$ cat src/hw/rtl/dps_pkg.sv
// Shared types and constants for the drive distance PD step core.
package dps_pkg;

  // Field and datapath widths
  localparam int unsigned PosW    = 24;
  localparam int unsigned SumW    = 27;
  localparam int unsigned ErrW    = 25;
  localparam int unsigned DiffW   = 26;
  localparam int unsigned HeadW   = 16;
  localparam int unsigned TerrW   = 17;
  localparam int unsigned TdW     = 18;
  localparam int unsigned GainW   = 16;
  localparam int unsigned SlewW   = 16;
  localparam int unsigned Kp2W    = 10;
  localparam int unsigned MulAW   = 27;
  localparam int unsigned MulBW   = 28;
  localparam int unsigned ProdW   = MulAW + MulBW;
  localparam int unsigned AccW    = 46;
  localparam int unsigned FracW   = 12;
  localparam int unsigned PowW    = AccW - FracW;
  localparam int unsigned PsumW   = PowW + 1;
  localparam int unsigned VoltW   = 5;
  localparam int unsigned CfgW    = 21;
  localparam int unsigned CfgIdxW = 3;

  // Divide by six: floor(m * DivSixRecip / 2^DivSixShift) is exact for m < 2^26
  localparam logic [MulBW-1:0] DivSixRecip = 28'd89478486;
  localparam int unsigned      DivSixShift = 29;

  // Extra proportional gains by error band, unsigned Q0.12 held in 10 bits
  localparam logic [Kp2W-1:0] Kp2Far  = 10'd205;
  localparam logic [Kp2W-1:0] Kp2Mid  = 10'd983;
  localparam logic [Kp2W-1:0] Kp2Near = 10'd451;

  localparam logic [SlewW-1:0] SlewStart = 16'd80;
  localparam logic [SlewW-1:0] SlewStep  = 16'd10;
  localparam logic [SlewW-1:0] SlewMax   = 16'd65535;

  localparam logic [GainW-1:0] GainPDistRst = 16'd569;
  localparam logic [GainW-1:0] GainDDistRst = 16'd1061;
  localparam logic [GainW-1:0] GainPHeadRst = 16'd1700;
  localparam logic [GainW-1:0] GainDHeadRst = 16'd0;

  // Register indexes
  typedef enum logic [CfgIdxW-1:0] {
    REG_TGT_DIST  = 3'd0,
    REG_TGT_HEAD  = 3'd1,
    REG_GAIN_PD   = 3'd2,
    REG_GAIN_DD   = 3'd3,
    REG_GAIN_PH   = 3'd4,
    REG_GAIN_DH   = 3'd5
  } dps_reg_e;

  // Sequencer states, one-hot
  typedef enum logic [13:0] {
    ST_IDLE = 14'h0001,
    ST_SUM  = 14'h0002,
    ST_DIV  = 14'h0004,
    ST_ERR  = 14'h0008,
    ST_DIFF = 14'h0010,
    ST_M1   = 14'h0020,
    ST_M2   = 14'h0040,
    ST_M3   = 14'h0080,
    ST_M4   = 14'h0100,
    ST_M5   = 14'h0200,
    ST_M6   = 14'h0400,
    ST_TRN  = 14'h0800,
    ST_VOLT = 14'h1000,
    ST_OUT  = 14'h2000
  } dps_state_e;

  typedef struct packed {
    dps_state_e state;
    logic       ready;
    logic       load_out;
  } dps_ctrl_t;

endpackage

$ cat src/hw/rtl/dps_mul.sv
// Shared signed multiplier with registered product.
module dps_mul (
  input  logic                              clk_i,
  input  logic signed [dps_pkg::MulAW-1:0]  a_i,
  input  logic signed [dps_pkg::MulBW-1:0]  b_i,
  output logic signed [dps_pkg::ProdW-1:0]  prod_o
);

  logic signed [dps_pkg::ProdW-1:0] prod_q;

  always_ff @(posedge clk_i) begin
    prod_q <= dps_pkg::ProdW'(a_i) * dps_pkg::ProdW'(b_i);
  end

  assign prod_o = prod_q;

endmodule

$ cat src/hw/rtl/dps_ctrl.sv
// Step sequencer for the drive distance PD step core.
module dps_ctrl (
  input  logic                clk_i,
  input  logic                rst_ni,
  input  logic                in_valid_i,
  input  logic                tick_i,
  input  logic                out_free_i,
  output dps_pkg::dps_ctrl_t  ctrl_o
);

  dps_pkg::dps_state_e state_q, state_d;

  always_comb begin
    state_d = state_q;
    case (state_q)
      dps_pkg::ST_IDLE: if (in_valid_i) state_d = dps_pkg::ST_SUM;
      dps_pkg::ST_SUM:  state_d = dps_pkg::ST_DIV;
      dps_pkg::ST_DIV:  state_d = dps_pkg::ST_ERR;
      dps_pkg::ST_ERR:  state_d = dps_pkg::ST_DIFF;
      dps_pkg::ST_DIFF: state_d = tick_i ? dps_pkg::ST_M1 : dps_pkg::ST_OUT;
      dps_pkg::ST_M1:   state_d = dps_pkg::ST_M2;
      dps_pkg::ST_M2:   state_d = dps_pkg::ST_M3;
      dps_pkg::ST_M3:   state_d = dps_pkg::ST_M4;
      dps_pkg::ST_M4:   state_d = dps_pkg::ST_M5;
      dps_pkg::ST_M5:   state_d = dps_pkg::ST_M6;
      dps_pkg::ST_M6:   state_d = dps_pkg::ST_TRN;
      dps_pkg::ST_TRN:  state_d = dps_pkg::ST_VOLT;
      dps_pkg::ST_VOLT: state_d = dps_pkg::ST_OUT;
      dps_pkg::ST_OUT:  if (out_free_i) state_d = dps_pkg::ST_IDLE;
      default:          state_d = dps_pkg::ST_IDLE;
    endcase
  end

  always_ff @(posedge clk_i or negedge rst_ni) begin
    if (!rst_ni) begin
      state_q <= dps_pkg::ST_IDLE;
    end else begin
      state_q <= state_d;
    end
  end

  assign ctrl_o.state    = state_q;
  assign ctrl_o.ready    = (state_q == dps_pkg::ST_IDLE);
  assign ctrl_o.load_out = (state_q == dps_pkg::ST_OUT) && out_free_i;

endmodule

$ cat src/hw/rtl/drive_distance_pd_step_core.sv
// Top level: distance/heading PD drive step with slew-limited drive power.
// The sequencer walks one shared 27x28 multiplier through the division and five
// products for a control tick; a start word skips the products. It takes a new word
// only once the last result has been loaded into the output register.
// Reset: async active low; gains and targets take their defaults, slew limit 80,
// latched errors zero, no result pending.
module drive_distance_pd_step_core (
  input  logic                                 clk_i,
  input  logic                                 rst_ni,
  // configuration
  input  logic                                 cfg_we_i,
  input  logic [dps_pkg::CfgIdxW-1:0]          cfg_idx_i,
  input  logic [dps_pkg::CfgW-1:0]             cfg_wdata_i,
  // input words
  input  logic                                 in_valid_i,
  output logic                                 in_ready_o,
  input  logic                                 kind_i,
  input  logic signed [dps_pkg::PosW-1:0]      pos_left_a_i,
  input  logic signed [dps_pkg::PosW-1:0]      pos_left_b_i,
  input  logic signed [dps_pkg::PosW-1:0]      pos_left_c_i,
  input  logic signed [dps_pkg::PosW-1:0]      pos_right_a_i,
  input  logic signed [dps_pkg::PosW-1:0]      pos_right_b_i,
  input  logic signed [dps_pkg::PosW-1:0]      pos_right_c_i,
  input  logic signed [dps_pkg::HeadW-1:0]     heading_now_i,
  // result words
  output logic                                 out_valid_o,
  input  logic                                 out_ready_i,
  output logic signed [dps_pkg::VoltW-1:0]     left_volts_o,
  output logic signed [dps_pkg::VoltW-1:0]     right_volts_o,
  output logic                                 done_res_o,
  output logic signed [dps_pkg::ErrW-1:0]      distance_error_o
);

  localparam int unsigned AccW  = dps_pkg::AccW;
  localparam int unsigned PowW  = dps_pkg::PowW;
  localparam int unsigned PsumW = dps_pkg::PsumW;

  // ---------------------------------------------------------------------------
  // Configuration registers
  // ---------------------------------------------------------------------------
  logic signed [dps_pkg::CfgW-1:0]  tgt_dist_q;
  logic signed [dps_pkg::HeadW-1:0] tgt_head_q;
  logic [dps_pkg::GainW-1:0]        gain_pd_q, gain_dd_q, gain_ph_q, gain_dh_q;

  always_ff @(posedge clk_i or negedge rst_ni) begin
    if (!rst_ni) begin
      tgt_dist_q <= '0;
      tgt_head_q <= '0;
      gain_pd_q  <= dps_pkg::GainPDistRst;
      gain_dd_q  <= dps_pkg::GainDDistRst;
      gain_ph_q  <= dps_pkg::GainPHeadRst;
      gain_dh_q  <= dps_pkg::GainDHeadRst;
    end else if (cfg_we_i) begin
      case (cfg_idx_i)
        dps_pkg::REG_TGT_DIST: tgt_dist_q <= cfg_wdata_i;
        dps_pkg::REG_TGT_HEAD: tgt_head_q <= cfg_wdata_i[dps_pkg::HeadW-1:0];
        dps_pkg::REG_GAIN_PD:  gain_pd_q  <= cfg_wdata_i[dps_pkg::GainW-1:0];
        dps_pkg::REG_GAIN_DD:  gain_dd_q  <= cfg_wdata_i[dps_pkg::GainW-1:0];
        dps_pkg::REG_GAIN_PH:  gain_ph_q  <= cfg_wdata_i[dps_pkg::GainW-1:0];
        dps_pkg::REG_GAIN_DH:  gain_dh_q  <= cfg_wdata_i[dps_pkg::GainW-1:0];
        default: ;  // unused indexes are ignored
      endcase
    end
  end

  // ---------------------------------------------------------------------------
  // Sequencer
  // ---------------------------------------------------------------------------
  dps_pkg::dps_ctrl_t ctrl;
  logic               out_valid_q;
  logic               out_free;
  logic               kind_q;

  assign out_free = !out_valid_q || out_ready_i;

  dps_ctrl u_ctrl (
    .clk_i      (clk_i),
    .rst_ni     (rst_ni),
    .in_valid_i (in_valid_i),
    .tick_i     (kind_q),
    .out_free_i (out_free),
    .ctrl_o     (ctrl)
  );

  assign in_ready_o = ctrl.ready;

  // ---------------------------------------------------------------------------
  // Shared multiplier and operand select
  // ---------------------------------------------------------------------------
  logic signed [dps_pkg::PosW-1:0]  pos_q [6];
  logic signed [dps_pkg::HeadW-1:0] head_q;
  logic signed [dps_pkg::SumW-1:0]  sum_q, sum_abs;
  logic signed [dps_pkg::ErrW-1:0]  err_q;
  logic signed [dps_pkg::TerrW-1:0] terr_q;
  logic signed [dps_pkg::DiffW-1:0] d_q;
  logic signed [dps_pkg::TdW-1:0]   td_q;
  logic [dps_pkg::Kp2W-1:0]         kp2_q;
  logic signed [dps_pkg::MulAW-1:0] mul_a;
  logic signed [dps_pkg::MulBW-1:0] mul_b;
  logic signed [dps_pkg::ProdW-1:0] prod;

  assign sum_abs = sum_q[dps_pkg::SumW-1] ? -sum_q : sum_q;

  always_comb begin
    mul_a = '0;
    mul_b = '0;
    case (ctrl.state)
      dps_pkg::ST_DIV: begin
        mul_a = sum_abs;
        mul_b = dps_pkg::DivSixRecip;
      end
      dps_pkg::ST_M1: begin
        mul_a = {{2{err_q[dps_pkg::ErrW-1]}}, err_q};
        mul_b = {12'b0, gain_pd_q};
      end
      dps_pkg::ST_M2: begin
        mul_a = {d_q[dps_pkg::DiffW-1], d_q};
        mul_b = {12'b0, gain_dd_q};
      end
      dps_pkg::ST_M3: begin
        mul_a = {{2{err_q[dps_pkg::ErrW-1]}}, err_q};
        mul_b = {18'b0, kp2_q};
      end
      dps_pkg::ST_M4: begin
        mul_a = {{10{terr_q[dps_pkg::TerrW-1]}}, terr_q};
        mul_b = {12'b0, gain_ph_q};
      end
      dps_pkg::ST_M5: begin
        mul_a = {{9{td_q[dps_pkg::TdW-1]}}, td_q};
        mul_b = {12'b0, gain_dh_q};
      end
      default: ;
    endcase
  end

  dps_mul u_mul (
    .clk_i  (clk_i),
    .a_i    (mul_a),
    .b_i    (mul_b),
    .prod_o (prod)
  );

  // ---------------------------------------------------------------------------
  // Helpers
  // ---------------------------------------------------------------------------
  // Q34.12 to integer, truncating toward zero
  function automatic logic signed [PowW-1:0] trunc_frac(input logic signed [AccW-1:0] x);
    logic signed [AccW-1:0] t;
    t = x + (x[AccW-1] ? AccW'(4095) : AccW'(0));
    return t[AccW-1:dps_pkg::FracW];
  endfunction

  // p*12/100 truncated, saturated to +/-12; |p| <= 108 uses floor(|p|*123/1024)
  function automatic logic signed [dps_pkg::VoltW-1:0] to_volts(
      input logic signed [PsumW-1:0] p);
    logic [6:0]                  m;
    logic [13:0]                 pr;
    logic [dps_pkg::VoltW-1:0]   v;
    m  = p[PsumW-1] ? 7'(-p) : 7'(p);
    pr = 14'(m) * 14'd123;
    v  = {1'b0, pr[13:10]};
    if (p >= 35'sd109)       return 5'sd12;
    else if (p <= -35'sd109) return -5'sd12;
    else                     return p[PsumW-1] ? -v : v;
  endfunction

  // ---------------------------------------------------------------------------
  // Error stage combinational terms
  // ---------------------------------------------------------------------------
  logic [dps_pkg::ErrW-1:0]         quot;
  logic signed [dps_pkg::ErrW-1:0]  avg;
  logic signed [dps_pkg::DiffW-1:0] err_wide;
  logic signed [dps_pkg::ErrW-1:0]  last_d_q;
  logic signed [dps_pkg::TdW-1:0]   last_h_q;
  logic [dps_pkg::SlewW-1:0]        slew_q;
  logic [dps_pkg::ErrW-1:0]         abs_err;
  logic                             d_zero;
  logic [dps_pkg::Kp2W-1:0]         kp2_d;
  logic signed [dps_pkg::SumW-1:0]  sum_d;

  assign sum_d = dps_pkg::SumW'(pos_q[0]) + dps_pkg::SumW'(pos_q[1])
               + dps_pkg::SumW'(pos_q[2]) + dps_pkg::SumW'(pos_q[3])
               + dps_pkg::SumW'(pos_q[4]) + dps_pkg::SumW'(pos_q[5]);

  assign quot     = prod[dps_pkg::DivSixShift+dps_pkg::ErrW-1:dps_pkg::DivSixShift];
  assign avg      = sum_q[dps_pkg::SumW-1] ? -$signed(quot) : $signed(quot);
  assign err_wide = dps_pkg::DiffW'(tgt_dist_q) - dps_pkg::DiffW'(avg);

  assign abs_err = err_q[dps_pkg::ErrW-1] ? -err_q : err_q;
  assign d_zero  = (err_q == last_d_q);

  // Band gain: far side first, then mid and near bands only when settled
  always_comb begin
    if (err_q > 25'sd250)
      kp2_d = dps_pkg::Kp2Far;
    else if (abs_err > 25'd20 && d_zero && abs_err < 25'd250)
      kp2_d = dps_pkg::Kp2Mid;
    else if (abs_err > 25'd5 && d_zero && abs_err < 25'd20)
      kp2_d = dps_pkg::Kp2Near;
    else
      kp2_d = '0;
  end

  // ---------------------------------------------------------------------------
  // Controller state: latched errors and slew limit
  // ---------------------------------------------------------------------------
  always_ff @(posedge clk_i or negedge rst_ni) begin
    if (!rst_ni) begin
      last_d_q <= '0;
      last_h_q <= '0;
      slew_q   <= dps_pkg::SlewStart;
    end else if (ctrl.state == dps_pkg::ST_DIFF) begin
      last_d_q <= err_q;
      last_h_q <= dps_pkg::TdW'(terr_q);
      if (!kind_q)
        slew_q <= dps_pkg::SlewStart;
      else if (slew_q > dps_pkg::SlewMax - dps_pkg::SlewStep)
        slew_q <= dps_pkg::SlewMax;
      else
        slew_q <= slew_q + dps_pkg::SlewStep;
    end
  end

  // ---------------------------------------------------------------------------
  // Datapath registers
  // ---------------------------------------------------------------------------
  logic signed [AccW-1:0]  acc_q;
  logic                    sat_q;
  logic                    done_q;
  logic signed [PowW-1:0]  pw_q, tpw_q;
  logic signed [PsumW-1:0] psum_l_q, psum_r_q;
  logic signed [AccW-1:0]  prod_acc;
  logic signed [AccW-1:0]  slew_fix;

  assign prod_acc = prod[AccW-1:0];
  assign slew_fix = $signed({{(AccW-dps_pkg::SlewW-dps_pkg::FracW){1'b0}}, slew_q,
                             {dps_pkg::FracW{1'b0}}});

  always_ff @(posedge clk_i) begin
    case (ctrl.state)
      dps_pkg::ST_IDLE: begin
        if (in_valid_i) begin
          kind_q   <= kind_i;
          pos_q[0] <= pos_left_a_i;
          pos_q[1] <= pos_left_b_i;
          pos_q[2] <= pos_left_c_i;
          pos_q[3] <= pos_right_a_i;
          pos_q[4] <= pos_right_b_i;
          pos_q[5] <= pos_right_c_i;
          head_q   <= heading_now_i;
        end
      end
      dps_pkg::ST_SUM: begin
        sum_q  <= sum_d;
        terr_q <= dps_pkg::TerrW'(tgt_head_q) - dps_pkg::TerrW'(head_q);
      end
      dps_pkg::ST_ERR: err_q <= err_wide[dps_pkg::ErrW-1:0];
      dps_pkg::ST_DIFF: begin
        d_q    <= dps_pkg::DiffW'(err_q) - dps_pkg::DiffW'(last_d_q);
        td_q   <= last_h_q - dps_pkg::TdW'(terr_q);
        kp2_q  <= kp2_d;
        // a start word counts its difference as zero
        done_q <= (abs_err <= 25'd15) && (d_zero || !kind_q);
      end
      dps_pkg::ST_M2: acc_q <= prod_acc;                   // err*Kp
      dps_pkg::ST_M3: acc_q <= acc_q + prod_acc;           // + d*Kd
      dps_pkg::ST_M4: begin
        sat_q <= (acc_q > slew_fix);                       // cap test without band gain
        acc_q <= acc_q + prod_acc;                         // + err*Kp2
      end
      dps_pkg::ST_M5: begin
        pw_q  <= sat_q ? PowW'(slew_q) : trunc_frac(acc_q);
        acc_q <= prod_acc;                                 // terr*Kp heading
      end
      dps_pkg::ST_M6: acc_q <= acc_q + prod_acc;           // + td*Kd heading
      dps_pkg::ST_TRN: begin
        tpw_q <= (acc_q > AccW'(40 * 4096)) ? PowW'(40) : trunc_frac(acc_q);
      end
      dps_pkg::ST_VOLT: begin
        psum_l_q <= PsumW'(pw_q) + PsumW'(tpw_q);
        psum_r_q <= PsumW'(pw_q) - PsumW'(tpw_q);
      end
      default: ;
    endcase
  end

  // ---------------------------------------------------------------------------
  // Output register: holds the result while the next word is taken in
  // ---------------------------------------------------------------------------
  logic signed [dps_pkg::VoltW-1:0] lv_q, rv_q;
  logic                             done_out_q;
  logic signed [dps_pkg::ErrW-1:0]  dist_out_q;

  always_ff @(posedge clk_i or negedge rst_ni) begin
    if (!rst_ni) begin
      out_valid_q <= 1'b0;
    end else if (ctrl.load_out) begin
      out_valid_q <= 1'b1;
    end else if (out_ready_i) begin
      out_valid_q <= 1'b0;
    end
  end

  always_ff @(posedge clk_i) begin
    if (ctrl.load_out) begin
      lv_q       <= kind_q ? to_volts(psum_l_q) : '0;
      rv_q       <= kind_q ? to_volts(psum_r_q) : '0;
      done_out_q <= done_q;
      dist_out_q <= err_q;
    end
  end

  assign out_valid_o      = out_valid_q;
  assign left_volts_o     = lv_q;
  assign right_volts_o    = rv_q;
  assign done_res_o       = done_out_q;
  assign distance_error_o = dist_out_q;

  // ---------------------------------------------------------------------------
  // Assertions
  // ---------------------------------------------------------------------------
  a_busy_after_accept: assert property (@(posedge clk_i) disable iff (!rst_ni)
    in_valid_i && in_ready_o |=> !in_ready_o)
    else $error("sequencer still ready after taking a word");

  a_volts_range: assert property (@(posedge clk_i) disable iff (!rst_ni)
    out_valid_o |-> (left_volts_o <= 5'sd12 && left_volts_o >= -5'sd12 &&
                     right_volts_o <= 5'sd12 && right_volts_o >= -5'sd12))
    else $error("volts outside saturation range");

  a_done_band: assert property (@(posedge clk_i) disable iff (!rst_ni)
    out_valid_o && done_res_o |->
      (distance_error_o <= 25'sd15 && distance_error_o >= -25'sd15))
    else $error("done raised with error outside band");

  a_slew_floor: assert property (@(posedge clk_i) disable iff (!rst_ni)
    slew_q >= dps_pkg::SlewStart)
    else $error("slew limit below start value");

endmodule

$ cat config.mk
export PLATFORM = sky130hd
export DESIGN_NAME = drive_distance_pd_step_core
export DESIGN_NICKNAME = d
export VERILOG_FILES = /design/src/hw/rtl/dps_pkg.sv /design/src/hw/rtl/dps_mul.sv /design/src/hw/rtl/dps_ctrl.sv /design/src/hw/rtl/drive_distance_pd_step_core.sv
export SDC_FILE = /design/constraint.sdc
export NUM_CORES = 2
export LEC_CHECK = 0
export BUFFER_PORTS_ARGS = -buffer_cell sky130_fd_sc_hd__buf_4
export CAP_MARGIN = 40
export CELL_PAD_IN_SITES_DETAIL_PLACEMENT = 0
export CELL_PAD_IN_SITES_GLOBAL_PLACEMENT = 1
export CORE_ASPECT_RATIO = 0.8
export CORE_MARGIN = 1.5
export CORE_UTILIZATION = 51
export DETAILED_ROUTE_END_ITERATION = 10
export MAX_ROUTING_LAYER = met4
export PLACE_DENSITY_LB_ADDON = 0.1
export SLEW_MARGIN = 10
export SYNTH_ARGS = -nofsm -noshare
export SYNTH_HDL_FRONTEND = slang
export SYNTH_SLANG_ARGS = --single-unit
$ cat constraint.sdc
create_clock -name clk_i -period 10.9 [get_ports clk_i]
set_input_delay 1.635 -clock clk_i [delete_from_list [all_inputs] [get_ports clk_i]]
set_output_delay 1.635 -clock clk_i [all_outputs]
set_load 0.02 [all_outputs]
==> flow_results.org <==
** Status
- Status :: finished clean

** Routing
- The routed layout has 45678 vias.
- In the final routed layout, each cell accounts on average for 23.0 µm.
- Final antenna-violating net count :: 0
- Number of search-and-repair iterations in the first detailed-routing pass :: 7
- For this block, the routed nets add up to 187 mm of wire.
- For this block, the initial DRC count from the detailed router was 3972.
- Via-per-instance ratio :: 5.61
- Count of unresolved DRC violations after routing :: 0

** Worst setup path
- The worst register-to-register path has a setup slack of 0.41 ns.
- The worst register-to-register path begins at sum_q[4]$_DFFE_PP_.
- Reg2reg path depth :: 32
- Slowest cell on the critical path :: fa_1
- The worst setup path is of the reg2reg kind.
- The worst register-to-register path ends at u_mul.prod_o[52]$_DFF_P_.
- The worst setup path is captured at a register.
- Data arrives at the worst endpoint at 11.11 ns.
- Worst path max stage delay :: 0.64 ns
- The worst setup path is launched from a register.
- Highest fanout seen on the critical path :: 9
- CP required :: 11.52 ns
- Cell occurring most often along the worst timing path :: fa_1

** Placed design
- Routability-driven placement finished with a final weighted congestion of 1.00.
- The count of buffers added on input and output ports is 227.
- Post-placement setup slack :: 0.128 ns
- The HPWL after detailed placement is 151 mm.

** Die
- Total Die Area :: 126000 µm²
- Std-Cell Core Area :: 123000 µm²
- Die width :: 396 µm
- In this run the core area contains 115 standard-cell rows.
- Die boundary height :: 317 µm
- 228 I/O pins were placed.
- Initial core utilization :: 51.3%

** STA
- Setup repair after global routing missed its margin :: no
- Static timing analysis puts the maximum clock frequency at 95.3 MHz.
- Setup violations remaining at the end of the flow were counted as 0.
- Between clock sinks in the finished design, the worst skew comes to 0.0433 ns.
- Setup slack after layout :: 0.406 ns
- Pins over their slew limit :: 0
- Slew of the pin with the lowest slew margin :: 1.13 ns
- Measured against its own limit, the worst slew margin works out to 24.4%.
- Summed over all failing endpoints, the final setup total negative slack is 0 ns.
- The smallest clock period supported by the final layout is computed as 10.49 ns.
- Hold violation count in the final report :: 0
- Dividing the final minimum period by the clock period gives 96.3%.

** Power and ir drop
- Total Power :: 0.0141 W
- For this design the ratio of total power to cell area is 201 nW/µm².
- In this run the static leakage power is 31.8 nW.
- VDD sags by at most 364 µV.

** Worst hold path
- Type of the worst min-delay path :: reg2reg
- Hold-critical path depth :: 0
- Capture endpoint of the worst hold path :: done_res_o$_DFFE_PP_
- The worst hold path begins at done_q$_DFFE_PN_.

** Global routing
- Number of antenna violations at the first check in global routing :: 5
- Via count of the first global-routing pass :: 45345
- Wire length of the first global-routing pass :: 283 mm
- Entering global routing, the biggest net connects 81 pins.
- Overflow after GRT :: 0
- Global-route total usage across every layer :: 31.0%

** Clock network
- Max clock buf depth :: 3
- Sink count of the clock tree :: 728
- Maximum level of the CTS H-tree :: 3
- CTS tree :: done
- Number of hold buffers added after CTS :: 0
- TritonCTS buffer count :: 80
- Cell chosen for the clock root :: clkbuf_16
- At the later pin of the worst-skew pair, clock insertion delay measures 0.70 ns.
- Clock input transition at the sequential cells of the worst setup and hold paths :: 0.06 ns

** Synth
- Proportion of synthesized chip area in sequential cells :: 32.5%
- Most frequent cell after synthesis :: inv_1
- The largest total area in the synthesized netlist belongs to edfxtp_1.
- After synthesis, the largest area contributor takes up 23.9% of total cell area.
- Counting flops with an async set or reset pin after synthesis yields a share of 23.9%.
- Each instance of the synthesized netlist takes up on average 10.2 µm².
- Flops & latches, synth :: 728
- In this run, synthesis inferred 500 flip-flops with an integrated enable.
- Largest cells by area after synthesis :: edfxtp_1 24%, fa_1 20%, ha_1 11%
- Unique cell type count in the Yosys netlist :: 94
- Yosys printed 0 warnings.
- The most used flip-flop cell after synthesis is edfxtp_1.
- After synthesis, the most frequently instantiated cells are 951 x inv_1, 623 x fa_1, 594 x nand2_1, 573 x ha_1, 500 x edfxtp_1.
- Cells after Synth :: 6174
- In this run the cell area of the synthesized design comes to 62900 µm².

** Cells and area
- In the final layout, the share of cells above drive strength 1 is 10.6%.
- Cells fill 57.2% of the core in the end.
- Compared with the post-synthesis result, the final layout area differs by 11.5%.
- The final layout contains 7817 nets.

** Job
- Max Cap Violations :: 0
==> cell families (layout without fill, tap and decap cells) <==
logic type	count (synthesis)	after routing	share of synthesized area, %
AOI/OAI and AO/OA	1004	1004	10.3
xor gates and xnor gates	342	342	4.76
adders and majority gates	1196	1196	31.2
buffers and inverters	1140	1463	6.87
DFF	728	728	32.5
muxes	115	115	2.02
other	2	7	0.0119
and+or+nand+nor	1647	1647	12.4
==> placed cells by master, fill, tap and decap left out, drive strengths merged, types with 99 or more instances in the layout <==
cell | netlist | final
nand3 | 99 | 99
inv | 953 | 956
xor2 | 122 | 122
a21o | 115 | 115
edfxtp | 500 | 500
nand2 | 594 | 594
o21ai | 237 | 237
xnor2 | 220 | 220
clkbuf | 158 | 104
ha | 573 | 573
dfrtp | 157 | 157
a21oi | 287 | 287
buf | 29 | 360
nor2 | 445 | 445
fa | 623 | 623
==> sequential cells by signal (all words and copies together), names as in the netlist, 17 cells and up <==
name / count
pos_q: 144
u_mul.prod_o: 54
acc_q: 46
psum_l_q: 35
psum_r_q: 34
pw_q: 34
tpw_q: 34
sum_q: 27
d_q: 26
distance_error_o: 25
err_q: 25
last_d_q: 25
tgt_dist_q: 21
td_q: 18
last_h_q: 17
terr_q: 17
==> area by class of cell <==
class / instances / area (µm²)
Clock buffer: 103 / 2170
Antenna cell: 4 / 10.0
Clock inverter: 46 / 632
Tap cell: 1638 / 2050
Multi-Input combinational cell: 4307 / 38300
Inverter: 953 / 3580
Fill cell: 10743 / 52600
Timing Repair Buffer: 361 / 2940
Sequential cell: 728 / 20500
==> where the power goes <==
part | switching (W) | internal, W
Clock | 0.00123 | 0.00165
Combinational | 0.00428 | 0.00282
Sequential | 0.000319 | 0.00379
==> what timing repair did <==
action	in CTS	in global routing
setup buffers	0	9
setup endpoints to repair	0	12
gates resized for setup	0	7
==> per-stage QoR <==
stage	cells	hold slack, ns	area, µm²
6_report	8140	0.457	70200
5_1_grt	8139	0.462	70200
4_1_cts	8125	0.461	70000
3_5_place_dp	7976	0.445	67200
3_3_place_gp	7959	0.455	67000
2_1_floorplan	6175	0.400	63000
==> worst max-delay path by stage <==
stage | start | slack [ns] | endpoint
3_3_place_gp | u_ctrl.state_q[4]$_DFFE_PN0P_ | 0.34 | u_mul.prod_o[52]$_DFF_P_
5_1_grt | sum_q[3]$_DFFE_PP_ | 0.02 | u_mul.prod_o[52]$_DFF_P_
3_5_place_dp | u_ctrl.state_q[4]$_DFFE_PN0P_ | 0.13 | u_mul.prod_o[52]$_DFF_P_
2_1_floorplan | u_ctrl.state_q[5]$_DFFE_PN0P_ | 1.08 | u_mul.prod_o[53]$_DFF_P_
4_1_cts | u_ctrl.state_q[4]$_DFFE_PN0P_ | 0.09 | u_mul.prod_o[52]$_DFF_P_
6_report | sum_q[4]$_DFFE_PP_ | 0.41 | u_mul.prod_o[52]$_DFF_P_
==> worst max-delay path, delay by kind of cell, from the launching register on <==
family          cells  cell delay, ns
compound gates      9            2.21
xor+xnor            2            0.40
fa+ha+maj           8            4.19
buf+inv             3            0.19
flops               1            0.44
simple gates       10            3.02
==> per-layer routing <==
| layer | track usage [%] | wire length, µm | up-vias |
|---|---|---|---|
| met4 | 9.06 | 5840 | 0 |
| met5 | - | 0 | - |
| met3 | 6.36 | 14400 | 282 |
| met2 | 45.5 | 81000 | 1531 |
| li1 | - | - | 21333 |
| met1 | 43.6 | 86100 | 22532 |
(Power assumes the default switching activity.)
